`src/design/isps_pkg.sv`:
```
// Shared types and constants for the I2S prescaler search unit.
// Used by isps_serial_div and i2s_prescaler_search_unit; no dependencies.
package isps_pkg;

   // Field widths
   localparam int unsigned CLK_W  = 30;   // kernel clock register
   localparam int unsigned RATE_W = 24;   // requested word-select rate
   localparam int unsigned DIV_W  = 8;    // integer prescaler
   localparam int unsigned DVS_W  = DIV_W + 1;  // full divisor {div, odd}
   localparam int unsigned QUO_W  = CLK_W - 5;  // clock / 32
   localparam int unsigned ERR_W  = QUO_W;
   localparam int unsigned CNT_W  = $clog2(QUO_W);

   localparam logic [CLK_W-1:0] KCLK_RESET = CLK_W'(137500000);
   localparam logic [DIV_W-1:0] DIV_MAX    = DIV_W'(255);
   localparam logic [DIV_W-1:0] DIV_MIN    = DIV_W'(1);

   // Request to the shared divider
   typedef struct packed {
      logic             start;
      logic [QUO_W-1:0] dividend;
      logic [DVS_W-1:0] divisor;
   } div_req_type;

   // Status back from the shared divider
   typedef struct packed {
      logic             done;
      logic [QUO_W-1:0] quotient;
   } div_rsp_type;

endpackage

```
`src/design/i2s_prescaler_search_unit.sv`:
```
// Searches up to 510 candidate divisors per request word, stopping early on an exact
// match. One request word at a time; each candidate is a serial division, a wait in
// S_DIV for the divider's done and a scoring step in S_EVAL. A finished result sits in an
// output register, so the next request can be taken while it waits. Reset (synchronous,
// active high) clears control state and loads the kernel clock register with 137500000.
module i2s_prescaler_search_unit (
   input  logic                        clock,
   input  logic                        reset,
   // request channel
   input  logic                        req_valid,
   output logic                        req_ready,
   input  logic [isps_pkg::RATE_W-1:0] req_sample_rate,
   input  logic                        req_wide_channel,
   // response channel
   output logic                        rsp_valid,
   input  logic                        rsp_ready,
   output logic [isps_pkg::DIV_W-1:0]  rsp_divider_int,
   output logic                        rsp_odd_bit,
   // kernel clock register
   input  logic                        csr_wr_en,
   input  logic [isps_pkg::CLK_W-1:0]  csr_wr_data
);

   // Sequencer: one-hot
   typedef enum logic [3:0] {
      S_IDLE = 4'b0001,   // waiting for a request word
      S_DIV  = 4'b0010,   // divider running on current candidate
      S_EVAL = 4'b0100,   // score candidate, launch next
      S_DONE = 4'b1000    // search over, hand result to output register
   } state_type;

   state_type                  state_ff, state_in;

   logic [isps_pkg::CLK_W-1:0]  kclk_ff, kclk_in;
   logic [isps_pkg::QUO_W-1:0]  dvd_ff, dvd_in;     // clock / (32 or 64)
   logic [isps_pkg::RATE_W-1:0] rate_ff, rate_in;
   logic [isps_pkg::DIV_W-1:0]  div_ff, div_in;     // current candidate
   logic                        odd_ff, odd_in;
   logic [isps_pkg::DIV_W-1:0]  best_div_ff, best_div_in;
   logic                        best_odd_ff, best_odd_in;
   logic [isps_pkg::ERR_W-1:0]  min_err_ff, min_err_in;

   logic                        rsp_valid_ff, rsp_valid_in;
   logic [isps_pkg::DIV_W-1:0]  rsp_div_ff, rsp_div_in;
   logic                        rsp_odd_ff, rsp_odd_in;

   isps_pkg::div_req_type       div_req;
   isps_pkg::div_rsp_type       div_rsp;

   logic                        req_take;
   logic                        out_free;
   logic [isps_pkg::ERR_W-1:0]  rate_ext;
   logic [isps_pkg::ERR_W-1:0]  err;
   logic                        last_cand;

   assign req_ready = (state_ff == S_IDLE);
   assign req_take  = req_valid && req_ready;
   assign out_free  = !rsp_valid_ff || rsp_ready;

   // absolute error of the achieved rate; clock/32 is below 2^25 so no overflow
   assign rate_ext  = isps_pkg::ERR_W'(rate_ff);
   assign err       = (div_rsp.quotient > rate_ext) ? (div_rsp.quotient - rate_ext)
                                                    : (rate_ext - div_rsp.quotient);
   assign last_cand = (div_ff == isps_pkg::DIV_MAX) && odd_ff;

   always_comb begin
      state_in      = state_ff;
      kclk_in       = kclk_ff;
      dvd_in        = dvd_ff;
      rate_in       = rate_ff;
      div_in        = div_ff;
      odd_in        = odd_ff;
      best_div_in   = best_div_ff;
      best_odd_in   = best_odd_ff;
      min_err_in    = min_err_ff;
      rsp_valid_in  = rsp_valid_ff;
      rsp_div_in    = rsp_div_ff;
      rsp_odd_in    = rsp_odd_ff;
      div_req.start = 1'b0;

      if (csr_wr_en) begin
         kclk_in = csr_wr_data;
      end

      if (rsp_valid_ff && rsp_ready) begin
         rsp_valid_in = 1'b0;
      end

      case (state_ff)
         S_IDLE: begin
            if (req_take) begin
               // floor(floor(clk/32w)/d) == floor(clk/(32w*d))
               if (req_wide_channel) begin
                  dvd_in = isps_pkg::QUO_W'(kclk_ff >> 6);
               end else begin
                  dvd_in = isps_pkg::QUO_W'(kclk_ff >> 5);
               end
               rate_in       = req_sample_rate;
               div_in        = isps_pkg::DIV_MIN;
               odd_in        = 1'b0;
               best_div_in   = isps_pkg::DIV_MIN;
               best_odd_in   = 1'b0;
               min_err_in    = '1;   // above any reachable error
               // first candidate goes straight to the divider
               div_req.start = 1'b1;
               state_in      = S_DIV;
            end
         end
         S_DIV: begin
            if (div_rsp.done) begin
               state_in = S_EVAL;
            end
         end
         S_EVAL: begin
            if (err < min_err_ff) begin
               min_err_in  = err;
               best_div_in = div_ff;
               best_odd_in = odd_ff;
            end
            if (err == '0 || last_cand) begin
               state_in = S_DONE;
            end else begin
               if (odd_ff) begin
                  div_in = div_ff + 1'b1;
                  odd_in = 1'b0;
               end else begin
                  odd_in = 1'b1;
               end
               state_in = S_DIV;
            end
         end
         S_DONE: begin
            if (out_free) begin
               rsp_valid_in = 1'b1;
               rsp_div_in   = best_div_ff;
               rsp_odd_in   = best_odd_ff;
               state_in     = S_IDLE;
            end
         end
         default: begin
            state_in = S_IDLE;
         end
      endcase

      // launch the next candidate straight from the scoring cycle
      if (state_ff == S_EVAL && state_in == S_DIV) begin
         div_req.start = 1'b1;
      end

      // divider loads the candidate being launched; 2*div+odd is the concatenation
      div_req.dividend = dvd_in;
      div_req.divisor  = {div_in, odd_in};
   end

   always_ff @(posedge clock) begin
      if (reset) begin
         state_ff     <= S_IDLE;
         kclk_ff      <= isps_pkg::KCLK_RESET;
         rsp_valid_ff <= 1'b0;
         min_err_ff   <= '1;
      end else begin
         state_ff     <= state_in;
         kclk_ff      <= kclk_in;
         rsp_valid_ff <= rsp_valid_in;
         min_err_ff   <= min_err_in;
      end
      dvd_ff      <= dvd_in;
      rate_ff     <= rate_in;
      div_ff      <= div_in;
      odd_ff      <= odd_in;
      best_div_ff <= best_div_in;
      best_odd_ff <= best_odd_in;
      rsp_div_ff  <= rsp_div_in;
      rsp_odd_ff  <= rsp_odd_in;
   end

   isps_serial_div u_div (
      .clock   (clock),
      .reset   (reset),
      .div_req (div_req),
      .div_rsp (div_rsp)
   );

   assign rsp_valid       = rsp_valid_ff;
   assign rsp_divider_int = rsp_div_ff;
   assign rsp_odd_bit     = rsp_odd_ff;

`ifndef SYNTHESIS
   // divider only finishes while the sequencer waits on it
   a_done_in_div: assert property (@(posedge clock) disable iff (reset)
      div_rsp.done |-> state_ff == S_DIV)
      else $error("divider finished outside S_DIV");

   // a request word always leads straight into the search
   a_take_to_div: assert property (@(posedge clock) disable iff (reset)
      req_take |=> state_ff == S_DIV)
      else $error("search did not start after request");

   // candidate never leaves the legal divider range during scoring
   a_cand_range: assert property (@(posedge clock) disable iff (reset)
      state_ff == S_EVAL |-> div_ff != '0)
      else $error("candidate divider out of range");

   // a finished search never reports a zero divider
   a_best_nonzero: assert property (@(posedge clock) disable iff (reset)
      state_ff == S_DONE |-> best_div_ff != '0)
      else $error("zero divider chosen");
`endif

endmodule

```
`src/design/isps_serial_div.sv`:
```
// Restoring serial divider, one quotient bit per cycle.
// Depends on isps_pkg for widths and the request/status structs.
module isps_serial_div (
   input  logic                  clock,
   input  logic                  reset,
   input  isps_pkg::div_req_type div_req,
   output isps_pkg::div_rsp_type div_rsp
);

   logic [isps_pkg::DVS_W-1:0] rem_ff, rem_in;
   logic [isps_pkg::QUO_W-1:0] quo_ff, quo_in;
   logic [isps_pkg::DVS_W-1:0] dvs_ff, dvs_in;
   logic [isps_pkg::CNT_W-1:0] cnt_ff, cnt_in;
   logic                       busy_ff, busy_in;
   logic                       done_ff, done_in;

   logic [isps_pkg::DVS_W:0]   trial;
   logic                       fits;

   // partial remainder with next dividend bit shifted in
   assign trial = {rem_ff, quo_ff[isps_pkg::QUO_W-1]};
   assign fits  = (trial >= {1'b0, dvs_ff});

   always_comb begin
      rem_in  = rem_ff;
      quo_in  = quo_ff;
      dvs_in  = dvs_ff;
      cnt_in  = cnt_ff;
      busy_in = busy_ff;
      done_in = 1'b0;
      if (div_req.start) begin
         rem_in  = '0;
         quo_in  = div_req.dividend;
         dvs_in  = div_req.divisor;
         cnt_in  = isps_pkg::CNT_W'(isps_pkg::QUO_W - 1);
         busy_in = 1'b1;
      end else if (busy_ff) begin
         if (fits) begin
            rem_in = isps_pkg::DVS_W'(trial - {1'b0, dvs_ff});
         end else begin
            rem_in = trial[isps_pkg::DVS_W-1:0];
         end
         quo_in = {quo_ff[isps_pkg::QUO_W-2:0], fits};
         cnt_in = cnt_ff - 1'b1;
         if (cnt_ff == '0) begin
            busy_in = 1'b0;
            done_in = 1'b1;
         end
      end
   end

   always_ff @(posedge clock) begin
      if (reset) begin
         busy_ff <= 1'b0;
         done_ff <= 1'b0;
         cnt_ff  <= '0;
      end else begin
         busy_ff <= busy_in;
         done_ff <= done_in;
         cnt_ff  <= cnt_in;
      end
      rem_ff <= rem_in;
      quo_ff <= quo_in;
      dvs_ff <= dvs_in;
   end

   assign div_rsp.done     = done_ff;
   assign div_rsp.quotient = quo_ff;

endmodule
```
`config.mk`:
```
export PLATFORM = sky130hd
export DESIGN_NAME = i2s_prescaler_search_unit
export DESIGN_NICKNAME = d
export VERILOG_FILES = /design/src/design/isps_pkg.sv /design/src/design/i2s_prescaler_search_unit.sv /design/src/design/isps_serial_div.sv
export SDC_FILE = /design/constraint.sdc
export NUM_CORES = 1
export LEC_CHECK = 0
export BUFFER_PORTS_ARGS = -buffer_cell sky130_fd_sc_hd__buf_2
export CORE_ASPECT_RATIO = 0.6
export CORE_UTILIZATION = 50
export DETAILED_ROUTE_END_ITERATION = 10
export HOLD_SLACK_MARGIN = 0.05
export PLACE_DENSITY = 0.68
export SLEW_MARGIN = 0
export SYNTH_ARGS = -nofsm -noshare
export SYNTH_HDL_FRONTEND = slang
export SYNTH_SLANG_ARGS = --single-unit
```
`constraint.sdc`:
```
create_clock -name clock -period 8.6 [get_ports clock]
set_clock_uncertainty 0.05 [all_clocks]
set_input_delay 0.86 -clock clock [delete_from_list [all_inputs] [get_ports clock]]
set_output_delay 0.86 -clock clock [all_outputs]
set_load 0.005 [all_outputs]
```
Word-level counts from Yosys, hierarchy flattened
Cells that the tools add are included.
{ "totals": {"in_bits": 60, "reg_bits": 186} }
{ "classes": {"add_sub_neg": 5, "n_reduce_logical": 16, "magnitude_cmp": 3, "eq_ne": 8, "muxes": 41, "bitwise": 1} }
{ "op_table": {"columns": ["op", "count"], "rows": [
  ["$mux 25", 8],
  ["$pmux 25 s2", 1],
  ["$mux 8", 5],
  ["$pmux 8 s2", 2],
  ["$gt 25x24->1", 1],
  ["$logic_not 25->1", 1],
  ["$lt 25x25->1", 1],
  ["$sub 24x25->25", 1],
  ["$sub 25x24->25", 1],
  ["$mux 4", 4],
  ["$pmux 4 s4", 1],
  ["$mux 1", 15],
  ["$ge 10x9->1", 1],
  ["$mux 5", 2],
  ["$mux 9", 1],
  ["$sub 9x9->9", 1],
  ["$add 8x1->8 const B", 1],
  ["$eq 4x2->1 const B", 2],
  ["$eq 8x8->1 const B", 1],
  ["$logic_not 5->1", 1],
  ["$sub 5x1->5 const B", 1],
  ["$eq 4x1->1 const B", 1],
  ["$eq 4x3->1 const B", 1],
  ["$eq 4x4->1 const B", 1],
  ["other kinds (12)", 19]
]} }

Longest topological paths before layout
Gate-level depths: netlist of the first run.
{ "logic_depth": {"word_depth": 10, "ltp_mapped": 27, "ltp_nobuf": 23} }

Hierarchy
A second synthesis of the first run with hierarchy kept.
{ "hier_totals": {"hier_cells": 1195, "area_unflattened_um2": 11295.8} }
{ "modules_own_cells": {"columns": ["module", "cells_per_inst", "instances", "area_each_um2"], "rows": [
  ["i2s_prescaler_search_unit", 999, 1, 8828.5],
  ["isps_serial_div", 196, 1, 2467.4]
]} }

Least setup slack after synthesis of the first run
No wires, ideal clock.
{ "synth_timing": {"path_kind": "flip-flop to flip-flop", "start": "register u_div.quo_ff[6] (netlist bit)", "end": "register best_div_ff[0] (netlist bit) (enable)", "t_arrival_ns": 4.927, "path_slack_ns": 3.247, "path_buffers": 4, "path_stages_with_launch": 22, "synth_period_minus_slack_ns": 5.353, "path_cell_list": "edfxtp_1 ha_1 buf_2 nand4_1 nor3_1 a211oi_2 nor2_1 clkbuf_1 buf_1 mux2i_1 xnor2_1 ha_1 o21a_1 o21a_1 o21a_1 o21a_1 o21a_1 o21a_1 o2111ai_1 nand2_1 clkinv_1 buf_1"} }
{ "synth_via": {"elab_chain_len": 5, "word_cells_on_any_way": 7, "cone_classes": "2 x add/sub; 2 x order compare; 1 x eq/ne; 1 x mux; 1 x reduce/logical"} }
{ "synth_rtl": {"columns": ["item", "line", "rtl"], "rows": [
  ["start, declared", "isps_serial_div.sv:11", "logic [isps_pkg::QUO_W-1:0] quo_ff, quo_in;"],
  ["start signal, assigned", "isps_serial_div.sv:63", "quo_ff <= quo_in;"],
  ["$sub 24x25->25 (tied with other cells)", "i2s_prescaler_search_unit.sv:63", ": (rate_ext - div_rsp.quotient);"],
  ["$mux 25 *", "i2s_prescaler_search_unit.sv:62", "assign err = (div_rsp.quotient > rate_ext) ? (div_rsp.quotient - rate_ext)"],
  ["$lt 25x25->1 *", "i2s_prescaler_search_unit.sv:115", "if (err < min_err_ff) begin"],
  ["$ne 2x2->1 (no line) *", null, null],
  ["$reduce_and 3->1 (no line) *", null, null],
  ["end signal, assigned", "i2s_prescaler_search_unit.sv:171", "best_div_ff <= best_div_in;"],
  ["end, declared", "i2s_prescaler_search_unit.sv:39", "logic [isps_pkg::DIV_W-1:0] best_div_ff, best_div_in;"]
]} }
Every way passes the cells marked *; elsewhere a longest branch is shown, timed or not.
A chain may end at the register's enable or synchronous reset.

Final worst setup path of the first run
{ "layout_timing": {"start": "register rate_ff[12] (netlist bit)", "end": "register min_err_ff[22] (netlist bit)"} }
{ "layout_via": {"elab_chain_len": 5, "word_cells_on_any_way": 9, "cone_classes": "2 x add/sub; 2 x order compare; 1 x eq/ne; 3 x mux; 1 x reduce/logical"} }
{ "layout_rtl": {"columns": ["item", "line", "rtl"], "rows": [
  ["start, declared", "i2s_prescaler_search_unit.sv:36", "logic [isps_pkg::RATE_W-1:0] rate_ff, rate_in;"],
  ["start signal, assigned", "i2s_prescaler_search_unit.sv:168", "rate_ff <= rate_in;"],
  ["$sub 24x25->25 (tied with other cells)", "i2s_prescaler_search_unit.sv:63", null],
  ["$mux 25 *", "i2s_prescaler_search_unit.sv:62", null],
  ["$lt 25x25->1", "i2s_prescaler_search_unit.sv:115", null],
  ["$ne 2x2->1 (no line)", null, null],
  ["$reduce_and 3->1 (no line)", null, null],
  ["end signal, assigned", "i2s_prescaler_search_unit.sv:165", "min_err_ff <= min_err_in;"],
  ["end, declared", "i2s_prescaler_search_unit.sv:41", "logic [isps_pkg::ERR_W-1:0] min_err_ff, min_err_in;"]
]} }
Every way passes the cells marked *; elsewhere a longest branch is shown, timed or not. The select of a mux whose other input is x is not followed.

==> results of run 1 <==
-- cell usage after synthesis (all sizes together), types with 6 or more instances --
| cell | instances |
|---|---|
| a31o | 6 |
| and3 | 8 |
| nand4 | 30 |
| a211oi | 17 |
| buf | 31 |
| nor2b | 10 |
| ha | 84 |
| nand2 | 102 |
| xor2 | 16 |
| inv | 107 |
| nand3b | 8 |
| o21a | 18 |
| dfxtp | 105 |
| nor2 | 103 |
| nor3 | 35 |
| mux2 | 29 |
| o21bai | 6 |
| o21ai | 98 |
| o211ai | 8 |
| nand3 | 16 |
| nand2b | 11 |
| mux2i | 62 |
| a21oi | 88 |
| xnor2 | 30 |
| clkbuf | 31 |
| and2 | 11 |
| a21o | 19 |
| edfxtp | 76 |
| nor4b | 6 |
-- sequential cells by signal (all words and copies together) (netlist names), 4 cells and up --
name             count
u_div.cnt_ff         5
best_div_ff          8
rate_ff             24
state_ff             4
rsp_divider_int      8
u_div.quo_ff        25
min_err_ff          25
u_div.rem_ff         9
kclk_ff             25
dvd_ff              25
div_ff               8
u_div.dvs_ff         9
-- power by group --
| group | internal (mW) | total (mW) | switching [mW] |
|---|---|---|---|
| logic | 0.580 | 1.53 | 0.954 |
| registers | 1.02 | 1.10 | 0.0795 |
| clock network | 0.403 | 0.749 | 0.346 |
-- metal layers --
metal | track usage | vias up | wire, um
li1 | - | 4481 | -
met1 | 0.403 | 4289 | 14800
met2 | 0.320 | 344 | 10300
met3 | 0.0656 | 14 | 2460
met4 | 0.0454 | 0 | 170
met5 | 0 | - | 0
-- area by class of cell --
cell class	count	area, um2	area share
well taps	308	385	0.0312
multi-input cells	889	6220	0.504
repair buffers	73	385	0.0312
clock buffers	22	475	0.0385
clock inverters	10	88.8	0.00719
flip-flops and latches	181	4380	0.355
inverters	109	409	0.0331
-- critical path: stages, from the launching register on --
cell,delay [ns]
edfxtp_1,0.38
inv_1,0.06
ha_1,0.47
a21oi_1,0.35
o21ai_1,0.16
a221o_1,0.42
a211oi_2,0.54
nor2_1,0.13
buf_4,0.24
mux2_2,0.34
o21ai_0,0.22
xor2_1,0.41
ha_1,0.33
a21o_1,0.18
a21o_1,0.17
a21oi_1,0.13
nor2_1,0.06
a211oi_1,0.18
o21ai_0,0.11
a21oi_1,0.26
nand2_1,0.49
clkinv_1,0.47
buf_4,0.35
mux2_2,0.36
nand2_1,0.06
-- worst max path at each step --
stage          slack, ns              to             start  cells past startpoint
2_1_floorplan       3.25  best_div_ff[0]   u_div.quo_ff[6]                     21
3_3_place_gp        1.77  min_err_ff[22]  u_div.quo_ff[10]                     23
3_5_place_dp        1.74  min_err_ff[22]  u_div.quo_ff[10]                     23
4_1_cts             1.71  min_err_ff[22]  u_div.quo_ff[10]                     23
5_1_grt             1.09  min_err_ff[22]  u_div.quo_ff[10]                     23
6_report            1.57  min_err_ff[22]       rate_ff[12]                     24
-- kinds of logic after synthesis --
| group | after synthesis | synth area share |
|---|---|---|
| and+or+nand+nor | 360 | 0.153 |
| AOI/OAI and AO/OA | 305 | 0.171 |
| DFF | 181 | 0.388 |
| buffers and inverters | 171 | 0.0633 |
| muxes | 91 | 0.0914 |
| adders and majority gates | 87 | 0.0982 |
| xor gates and xnor gates | 46 | 0.0356 |
==> flow_summary.ini, run 1 <==
[global_routing]
antenna_found_initial = 0
overflow = 0
grt_max_degree = 51
grt_pass1_vias = 8273
grt_pass1_wl_um = 45000
grt.total_usage = 0.248

[clock_tree]
clkLatencyLatePin_ns = 0.44
clock_tree.htree_level_count = 4
cts_setup_buffers = 0
max-clock-path-buffers = 2
clk_pin_slew_ns = 0.07
clockRootBuffer = clkbuf_16
ctsResizeCount = 0
cts_tree = done
cts_made_buffers = 17
cts_hold_buf = 0
clock_sink_count = 181

[synthesis]
netlist_area_um2 = 11300
syn_area_per_cell_um2 = 9.12
synth_edf_count = 76
synthTopCellsByArea = edfxtp_1 (20%), dfxtp_1 (19%), ha_1 (9.3%), mux2i_1 (5.5%), o21ai_0 (4.0%)
yosys_warnings = 0
synth.distinct_cells = 71
yosysTopAreaCellShare = 0.202
synth_top_area_cell = edfxtp_1
syn_inst = 1241
syn-num-nets = 1388
ys_seq_elements = 181
ys_seq_area_frac = 0.388
ys_dominant_reg_cell = dfxtp_1
ys_async_sr_fraction = 0

[layout]
layout_common_cells = inv_1 (106), dfxtp_1 (105), nor2_1 (103)
layout_commonest_cell = inv_1
fin_cells = 1592
num_antenna_cells = 0
final_core_util = 0.558
syn2layout_area_growth_pct = 9.15
layout-drive-gt1-share = 0.121
fill_cells = 2004
stdcell_area_um2 = 12300
final_nets = 1418

[power]
ir_worst_vdd_mv = 0.189
powerDensity_nw_per_um2 = 274
p_leak_nw = 5.45
finalPower_mw = 3.38

[worst_setup_path]
ff2ff_setup_slack_ns = 1.57
arrival_ns = 7.33
crit_path_end_kind = flop
r2r_start = rate_ff[12]
critPathKind = flop to flop
critPathMaxFanout = 21
r2r_end = min_err_ff[22]
required_ns = 8.90
r2r_cells = 24
start_kind = flop

[sta]
setup_viol_count_final = 0
worst_slew_pin_slew_ns = 1.22
setup_tns_ns = 0
hold_viol_final = 0
hold_ws_ns = 0.369
relSlewSlack = 0.185
rsz0062_at_grt = false
fmax_mhz = 142
fin_crit_sh = 0.817
fin_ws_ns = 1.57
drv_slew = 0
finalWorstPathRequiredPeriod_ns = 7.03

[placement]
place_inst = 1560
gp_congestion = 0.974
placed_area_um2 = 11800
pre_cts_slack_ns = 1.74
port_buffers = 65
hpwl_um = 20800

[die]
die_x_um = 196
core_area_um2 = 22100
io-pin-count = 71
die_height_um = 119
start_util = 0.511
die-area_um2 = 23300
rows = 42

[route]
viasPerCell = 5.73
wire_per_inst_um = 17.4
route.vias.total = 9128
drt_iter0_markers = 899
firstDrtPassIters = 6
drc_errors = 0
drtAntennaViolNets = 0
wl_um = 27700

[outcome]
status = finished clean

[worst_hold_path]
whs_path_depth = 0
worstHoldPathType = flop to flop
hp-start = best_div_ff[2]
hold_path_end = rsp_divider_int[2]

[job]
drv_cap = 0
Note: power is estimated with default switching activity, not from simulation.
==> inputs of run 2 (changes only) <==
--- a/config.mk
+++ b/config.mk
@@ -10,7 +10,7 @@
 export CORE_UTILIZATION = 50
 export DETAILED_ROUTE_END_ITERATION = 10
 export HOLD_SLACK_MARGIN = 0.05
-export PLACE_DENSITY = 0.68
+export PLACE_DENSITY = 0.7
 export SLEW_MARGIN = 0
 export SYNTH_ARGS = -nofsm -noshare
 export SYNTH_HDL_FRONTEND = slang
==> constraint.sdc (replaced) <==
create_clock -name clock -period 6.15 [get_ports clock]
set_clock_uncertainty 0.05 [all_clocks]
set_input_delay 0.615 -clock clock [delete_from_list [all_inputs] [get_ports clock]]
set_output_delay 0.615 -clock clock [all_outputs]
set_load 0.005 [all_outputs]
==> run 2 against run 1 <==
Combinational power is 44% higher; largest power group unchanged; via count is 0.50% lower; highest routed layer unchanged; critical path type unchanged; core utilization is 0.62 points higher; hold slack worse by 0.067 ns; global-route usage hardly changed; final cell count is 0.94% higher; register-to-register slack worse by 1.1 ns.
==> flow_summary.ini, run 2 (synthesis results as in run 1) <==
[route]
wire_per_inst_um = 17.1
drc_errors = 0
drt_iter0_markers = 869
wl_um = 27500
route.vias.total = 9082
drtAntennaViolNets = 0
viasPerCell = 5.65
firstDrtPassIters = 5

[sta]
setup_viol_count_final = 0
drv_slew = 0
fin_crit_sh = 0.924
rsz0062_at_grt = false
relSlewSlack = 0.364
hold_viol_final = 0
finalWorstPathRequiredPeriod_ns = 5.68
fmax_mhz = 176
worst_slew_pin_slew_ns = 0.953
fin_ws_ns = 0.467
hold_ws_ns = 0.302
setup_tns_ns = 0

[clock_tree]
cts_setup_buffers = 0
cts_made_buffers = 17
clk_pin_slew_ns = 0.07
max-clock-path-buffers = 2
clock_tree.htree_level_count = 4
clockRootBuffer = clkbuf_16
clock_sink_count = 181
cts_hold_buf = 0
ctsResizeCount = 0
cts_tree = done
clkLatencyLatePin_ns = 0.44

[placement]
hpwl_um = 20700
port_buffers = 65
gp_congestion = 0.948
pre_cts_slack_ns = 0.575

[layout]
final_nets = 1433
final_core_util = 0.564
fill_cells = 1985
layout_common_cells = inv_1 (106), dfxtp_1 (105), nor2_1 (103)
num_antenna_cells = 0
syn2layout_area_growth_pct = 10.4
layout_commonest_cell = inv_1
layout-drive-gt1-share = 0.130

[die]
die-area_um2 = 23300
start_util = 0.511
die_x_um = 196
rows = 42
core_area_um2 = 22100
io-pin-count = 71
die_height_um = 119

[worst_setup_path]
start_kind = flop
required_ns = 6.38
crit_path_end_kind = flop
critPathMaxFanout = 20
arrival_ns = 5.92
critPathKind = flop to flop

[power]
p_sw_mw = 1.95
powerDensity_nw_per_um2 = 386
combPwrFrac = 0.457
pwr-share-seq = 0.319
sw_frac_of_total = 0.404
ir_worst_vdd_mv = 0.230
p_int_mw = 2.87
p_leak_nw = 5.53
p_clk_frac = 0.225

[outcome]
status = finished clean

[global_routing]
grt_pass1_vias = 8419
grt_pass1_wl_um = 45000
overflow = 0
antenna_found_initial = 0
grt_max_degree = 51
grt.total_usage = 0.248

[job]
drv_cap = 0

[worst_hold_path]
worstHoldPathType = primary input to flop
run 2: cell count changes in the layout (fill, tap and decap cells not counted), sizes merged:
cell / change
buf: +15
bufinv: +1
clkbuf: -1
clkinv: +1
clkinvlp: +1
inv: -2
run 2: through the flow:
step,cell area (um2),total power [mW],instances
global route,12500,5.13,1607
floorplan,11300,3.13,1241
CTS,12500,4.80,1607
finish,12500,4.82,1607
global placement,11900,3.67,1575
detailed placement,11900,3.70,1575
run 2: power by group through the flow:
stage / Combinational, mW / Clock, mW / Sequential [mW]
6_report: 2.20 / 1.08 / 1.53
5_1_grt: 2.42 / 1.16 / 1.56
4_1_cts: 2.16 / 1.11 / 1.53
3_5_place_dp: 2.14 / 0 / 1.56
3_3_place_gp: 2.12 / 0 / 1.55
2_1_floorplan: 1.62 / 0 / 1.51
run 2: area by class of cell:
class | count | area (um2) | area share
timing repair buffer | 88 | 498 | 0.0399
clock inverter | 11 | 116 | 0.00932
inverter | 109 | 409 | 0.0328
tap | 308 | 385 | 0.0309
clock buffer | 21 | 472 | 0.0378
sequential | 181 | 4380 | 0.351
multi-input combinational | 889 | 6220 | 0.498
run 2: worst max-delay path, cell delays in order, from the launching register on:
cell and delay, ns:
edfxtp_1 0.43, ha_1 0.61, nand4_1 0.37, nor3_1 0.34, nand4b_1 0.28, nand2_1 0.16, nor2_1 0.09, buf_4 0.23
o32ai_1 0.43, xor2_1 0.39, inv_1 0.11, ha_1 0.31, nand4_1 0.12, nor3_1 0.28, a211oi_1 0.11, o21ai_0 0.10
a21oi_1 0.15, nand2_1 0.12, clkinv_1 0.31, buf_4 0.34, nor2_1 0.11, o21ai_0 0.09
run 2: routing by layer:
| metal | vias up | wire length (um) | track usage | part of all wire |
|---|---|---|---|---|
| met4 | 0 | 442 | 0.0693 | 0.016 |
| met5 | - | 0 | 0 | 0 |
| met2 | 353 | 10100 | 0.313 | 0.37 |
| met1 | 4190 | 14500 | 0.399 | 0.53 |
| li1 | 4511 | - | - | - |
| met3 | 28 | 2370 | 0.0651 | 0.086 |
run 2: worst paths after layout:
| path | start | to | depth (start not counted) | slack, ns |
|---|---|---|---|---|
| worst max-delay path | u_div.quo_ff[10] | min_err_ff[20] | 21 | 0.47 |
| worst min-delay path | req_sample_rate[6] | rate_ff[6] | 1 | 0.30 |
| worst max register to register | u_div.quo_ff[10] | min_err_ff[20] | 21 | 0.47 |
| worst min register to register | best_div_ff[1] | rsp_divider_int[1] | 0 | 0.37 |
